$ cat config.mk
export PLATFORM = sky130hd
export DESIGN_NAME = pdg_axis
export DESIGN_NICKNAME = d
export VERILOG_FILES = /design/src/rtl/pdg_pkg.sv /design/src/rtl/pdg_axis.sv
export SDC_FILE = /design/constraint.sdc
export NUM_CORES = 1
export LEC_CHECK = 0
export ABC_AREA = 1
export BUFFER_PORTS_ARGS = -buffer_cell sky130_fd_sc_hd__buf_2
export CORE_ASPECT_RATIO = 0.9
export CORE_MARGIN = 5
export CORE_UTILIZATION = 30
export DETAILED_ROUTE_END_ITERATION = 16
export PLACE_DENSITY = 0.46
export SLEW_MARGIN = 20
export SYNTH_ARGS = -nofsm -noshare
export SYNTH_HDL_FRONTEND = slang
export SYNTH_SLANG_ARGS = --single-unit
$ cat constraint.sdc
create_clock -name vclk -period 6.4
set_input_delay 0.64 -clock vclk [all_inputs]
set_output_delay 0.64 -clock vclk [all_outputs]
set_load 0.05 [all_outputs]
$ cat src/rtl/pdg_pkg.sv
// ----------------------------------------------------------------------------
// pdg_pkg
// Shared widths, codes, types and helpers of the particle density grid deposit.
// ----------------------------------------------------------------------------
package pdg_pkg;

  localparam int MAX_COMPONENTS = 2;
  localparam int MAX_CHANNELS   = 4;
  localparam int MAX_AXIS       = 32;
  localparam int FRAC_BITS      = 16;

  localparam int COMP_W = 1;
  localparam int CH_W   = 2;
  localparam int AXIS_W = 5;
  localparam int PTS_W  = 6;
  localparam int CELL_W = 40;
  localparam int WGT_W  = FRAC_BITS + 1;
  localparam int ADDR_W = COMP_W + CH_W + 3 * AXIS_W;
  localparam int LIST_MAX = 4;

  localparam logic [WGT_W-1:0]  W_ONE    = WGT_W'(1) << FRAC_BITS;
  localparam logic [WGT_W-1:0]  W_HALF   = WGT_W'(1) << (FRAC_BITS - 1);
  localparam logic [CELL_W-1:0] CELL_MAX = '1;

  // input commands
  localparam logic [1:0] CMD_DEPOSIT = 2'd0;
  localparam logic [1:0] CMD_SAMPLE  = 2'd1;
  localparam logic [1:0] CMD_READ    = 2'd2;

  // result status
  localparam logic [1:0] STS_DONE    = 2'd0;
  localparam logic [1:0] STS_SKIPPED = 2'd1;
  localparam logic [1:0] STS_RANGE   = 2'd2;

  // register indexes
  localparam logic [2:0] REG_MODE  = 3'd0;
  localparam logic [2:0] REG_PTS_X = 3'd1;
  localparam logic [2:0] REG_PTS_Y = 3'd2;
  localparam logic [2:0] REG_PTS_Z = 3'd3;
  localparam logic [2:0] REG_TLEN  = 3'd4;
  localparam logic [2:0] REG_TLIST = 3'd5;

  typedef enum logic [2:0] {
    ST_CLEAR,
    ST_IDLE,
    ST_SETUP,
    ST_ISSUE,
    ST_DRAIN,
    ST_READ,
    ST_RDWAIT,
    ST_DONE
  } state_t;

  typedef struct packed {
    logic [AXIS_W-1:0] left;
    logic [AXIS_W-1:0] right;
    logic [WGT_W-1:0]  wl;
    logic [WGT_W-1:0]  wr;
  } axis_pair_t;

  function automatic logic [PTS_W-1:0] eff_points(input logic [PTS_W-1:0] v);
    if (v == '0) begin
      return PTS_W'(1);
    end else if (v > PTS_W'(MAX_AXIS)) begin
      return PTS_W'(MAX_AXIS);
    end
    return v;
  endfunction

endpackage

$ cat src/rtl/pdg_axis.sv
// ----------------------------------------------------------------------------
// pdg_axis
// Neighbor pair and weights along one axis for a wrapped fractional position.
// ----------------------------------------------------------------------------
module pdg_axis (
  input  logic                      equitable,
  input  logic [pdg_pkg::FRAC_BITS-1:0] frac,
  input  logic [pdg_pkg::PTS_W-1:0] points,
  output pdg_pkg::axis_pair_t       pair
);
  import pdg_pkg::*;

  logic [PTS_W+FRAC_BITS-1:0] g;
  logic [AXIS_W-1:0]          fl;
  logic [AXIS_W-1:0]          last;
  logic [WGT_W-1:0]           part;

  assign g    = PTS_W'(points) * (PTS_W + FRAC_BITS)'(frac);
  assign fl   = g[FRAC_BITS +: AXIS_W];
  assign last = AXIS_W'(points - PTS_W'(1));
  assign part = WGT_W'(g[FRAC_BITS-1:0]);

  always_comb begin
    if (!equitable) begin
      // nearest bin with full weight on the left member only
      pair.left  = fl;
      pair.right = fl;
      pair.wl    = W_ONE;
      pair.wr    = '0;
    end else if (part > W_HALF) begin
      pair.left  = fl;
      pair.right = (fl == last) ? '0 : fl + AXIS_W'(1);
      pair.wl    = W_ONE + W_HALF - part;
      pair.wr    = part - W_HALF;
    end else begin
      pair.left  = (fl == '0) ? last : fl - AXIS_W'(1);
      pair.right = fl;
      pair.wl    = W_HALF - part;
      pair.wr    = W_HALF + part;
    end
  end

endmodule

== After elaboration in Yosys (flattened, before gate mapping) ==
Cells that the tools add are included.

* Input bits: 23
* Register bits: 0
* Logic and storage cells: 15
* Output and inout port bits: 44

* $mul: 1
* Mux-type cells: 4
* Order comparisons: 1
* Equal/unequal tests: 1
* $add $sub $neg: 7
* Reduce and logical (&&, ||, !) cells: 1

{| class="wikitable"
|+ Operators by type and width
! cell !! count
|-
| 44-bit two-way mux || 2
|-
| 6-bit by 16-bit multiplier with 21-bit output || 1
|-
| 16-bit by 16-bit adder with 17-bit output (first input constant) || 1
|-
| 16-bit by 16-bit subtractor with 17-bit output (first input constant) || 1
|-
| 16-bit by 16-bit subtractor with 17-bit output (second input constant) || 1
|-
| 17-bit by 16-bit subtractor with 17-bit output (first input constant) || 1
|-
| 16-bit greater-than comparator (second input constant) || 1
|-
| 5-bit two-way mux || 2
|-
| 5-bit by 1-bit subtractor with 5-bit output (second input constant) || 2
|-
| 5-bit by 1-bit adder with 5-bit output (second input constant) || 1
|-
| 5-bit equality test || 1
|-
| 5-bit logical NOT || 1
|}

== Logic depth before layout (Yosys ltp) ==
* Depth in word-level cells: 5
* Depth in mapped cells: 28
* Gate-level depth less buffers: 26

== Least setup slack after synthesis ==
Ideal clock, no wire load.

* Path kind: input to output
* Start point: in points[4] (netlist bit)
* End point: out pair[41] (netlist bit)
* Stages on the path: 21
* Required time: 5.760 ns
* Arrival: 5.751 ns
* Slack: 0.009 ns
* Cell sequence: clkbuf_1 clkbuf_1 nand2_1 inv_1 fa_1 fa_1 inv_1 fa_1 inv_1 ha_1 nand2_1 inv_1 a21oi_2 nand3_1 nand2_1 nand2_1 nor2_1 inv_1 nand2_4 nand3_2 a21oi_1

{| class="wikitable"
|+ RTL lines
! element !! RTL line !! text
|-
| start, declared || pdg_axis.sv:8 || <nowiki>input logic [pdg_pkg::PTS_W-1:0] points,</nowiki>
|-
| end, declared || pdg_axis.sv:9 || <nowiki>output pdg_pkg::axis_pair_t pair</nowiki>
|}

==> impl_metrics.toml <==
[yosys]
ys_types = 34
yosysTopAreaCellShare_pct = 25.1
synthTopCellsByArea = "fa_1, nand2_1, inv_1"
syn_nets = 883
avgSynthCellArea_sq_um = 5.79
synth_warnings = 0
synth_seq_area_share_pct = 0
syn_area_sq_um = 4470
synthCells = 772
synth_area_leader_cell = "fa_1"

[sta]
fin_crit_ps = 5680
finalCritPeriodShare_pct = 88.7
worst_pin_slew_ps = 495
hold_viol = 0
rsz0062_at_grt = "no"
finalWorstSetupSlack_ps = 722
finalSetupViolations = 0
max_freq_mhz = 176
tns_ps = 0
slew_headroom_pct = 66.8
finalMaxSlewViolations = 0

[finish]
final_cell_area_sq_um = 4980
drive_gt1_share_pct = 13.5
nets = 936
clockBufferCount = 0
seq_area_sq_um = 0
final_core_util_pct = 33.9
diodes = 0
nFillCells = 1725
final_cell_mix = "nand2_1, inv_1, buf_2"
syn_to_final_growth_pct = 11.4
mostFrequentLayoutCell = "nand2_1"
seq_cells = 0

[pwr]
peakVddDrop_mv = 0.575
power_density_nw_per_um2 = 444
leakage_uw = 0.00333

[worst_setup_path]
worst_ep_required_time_ps = 5760
critPathKind = "in2out"
crit_slowest_cell = "fa_1"
start_kind = "input pin"
endpoint_kind = "output port"
critPathMaxStageDelay_ps = 520
crit_arrival_ps = 5040
path_cells = "buf_2, nand2_1, inv_1, fa_1, fa_1, inv_1, fa_1, inv_1, ha_1, nand2_1, inv_2, a21oi_2, nor2_1, nor2_1, nand3_1, nand2_2, ha_1, inv_1, nor2_1, nand4_1, nand2_1, nand2_1, nor2_1, buf_2"
critPathMaxFanout = 19

[grt]
gr-usage-met2_pct = 24.9
track_usage_pct = 13.6
top_usage_layer = "met2"
overflow = 0
met1_usage_pct = 19.1
grt_pass1_vias = 4451
antenna_found_initial = 0
grt_max_degree = 21
grtUsageMet3_pct = 0.417
grt_first_pass_wirelength_mm = 20.9

[detailed_routing]
drc = 0
drt_first_iter_violations = 195
drt-total-wl_mm = 11.5
drt_pass1_iterations = 4
antenna_left = 0
routed_via_density = 4.29
num_vias = 4375
wl_per_cell_um = 11.3

[place]
hpwlAfterDp_mm = 10.0
post_dp_cell_area_sq_um = 4980
port-buffer-count = 67
gp_congestion = 0.799
pre_cts_slack_ps = 691

[clock_tree]
cts_resized = 0
cts_hold_buffers = 0
cts_setup_buffers = 0

[die]
die_height_um = 126
row_count = 42
start_util_pct = 30.5
die_x_um = 139
dieArea_sq_um = 17400
pin_count = 67
coreArea_sq_um = 14700

[worst_hold_path]
min_path_type = "in2out"

[outcome]
outcome = "completed"

[job]
maxCapViolCount = 0
==> area by class of cell <==
class	instances	area (sq um)	area share [%]
Multi-Input combinational cell	537	3570	71.8
Inverter	219	822	16.5
Timing Repair Buffer	67	335	6.74
Tap cell	198	248	4.98
==> critical path, delay by kind of cell <==
kind	cells	cell delay, ps
AND/OR/NAND/NOR	11	1170
buffers and inverters	7	940
AO/OA/AOI/OAI	1	260
adder cells (fa/ha/maj)	5	2020
==> power by group <==
part / internal, uW / total [uW] / leakage, uW / switching, uW
clock: 0 / 0 / 0 / 0
sequential: 0 / 0 / 0 / 0
combinational: 587 / 2210 / 0.00333 / 1620
total: 587 / 2210 / 0.00333 / 1620
==> worst paths after layout <==
kind	cells after the start	endpoint	slack [ps]	from
setup / recovery	24	pair[38]	720	points[0]
hold / removal	4	pair[0]	1770	frac[0]
==> cells in the mapped netlist, drive strengths merged, types with 2 or more instances <==
master,instances
nand2,272
inv,217
nor2,65
fa,56
nand3,38
ha,32
a21oi,21
nand4,14
o21ai,13
clkbuf,12
nand3b,6
xnor2,6
nor3,5
buf,4
xor2,4
and2,2
clkinv,2
==> cell families (layout without fill, tap and decap cells) <==
kind of cell / after synthesis / in the layout / synth area share [%]
buf+inv: 235 / 286 / 20.1
fa+ha+maj: 88 / 88 / 34.1
xor+xnor: 10 / 10 / 1.96
simple gates: 403 / 403 / 39.6
compound gates: 36 / 36 / 4.29
==> through the flow <==
stage,cells,hold slack (ps),power [uW]
finish,1021,1770,2210
global route,1021,1810,2500
CTS,1021,1780,2240
detailed placement,1021,1770,2240
global placement,1021,1780,2240
floorplan,772,1520,1770
==> routing by layer <==
metal	part of all wire, %	routed length (um)
met1	50	5750
met2	48	5530
met3	1.6	180
met4	0.34	39
met5	0	0
(Power assumes the default switching activity.)
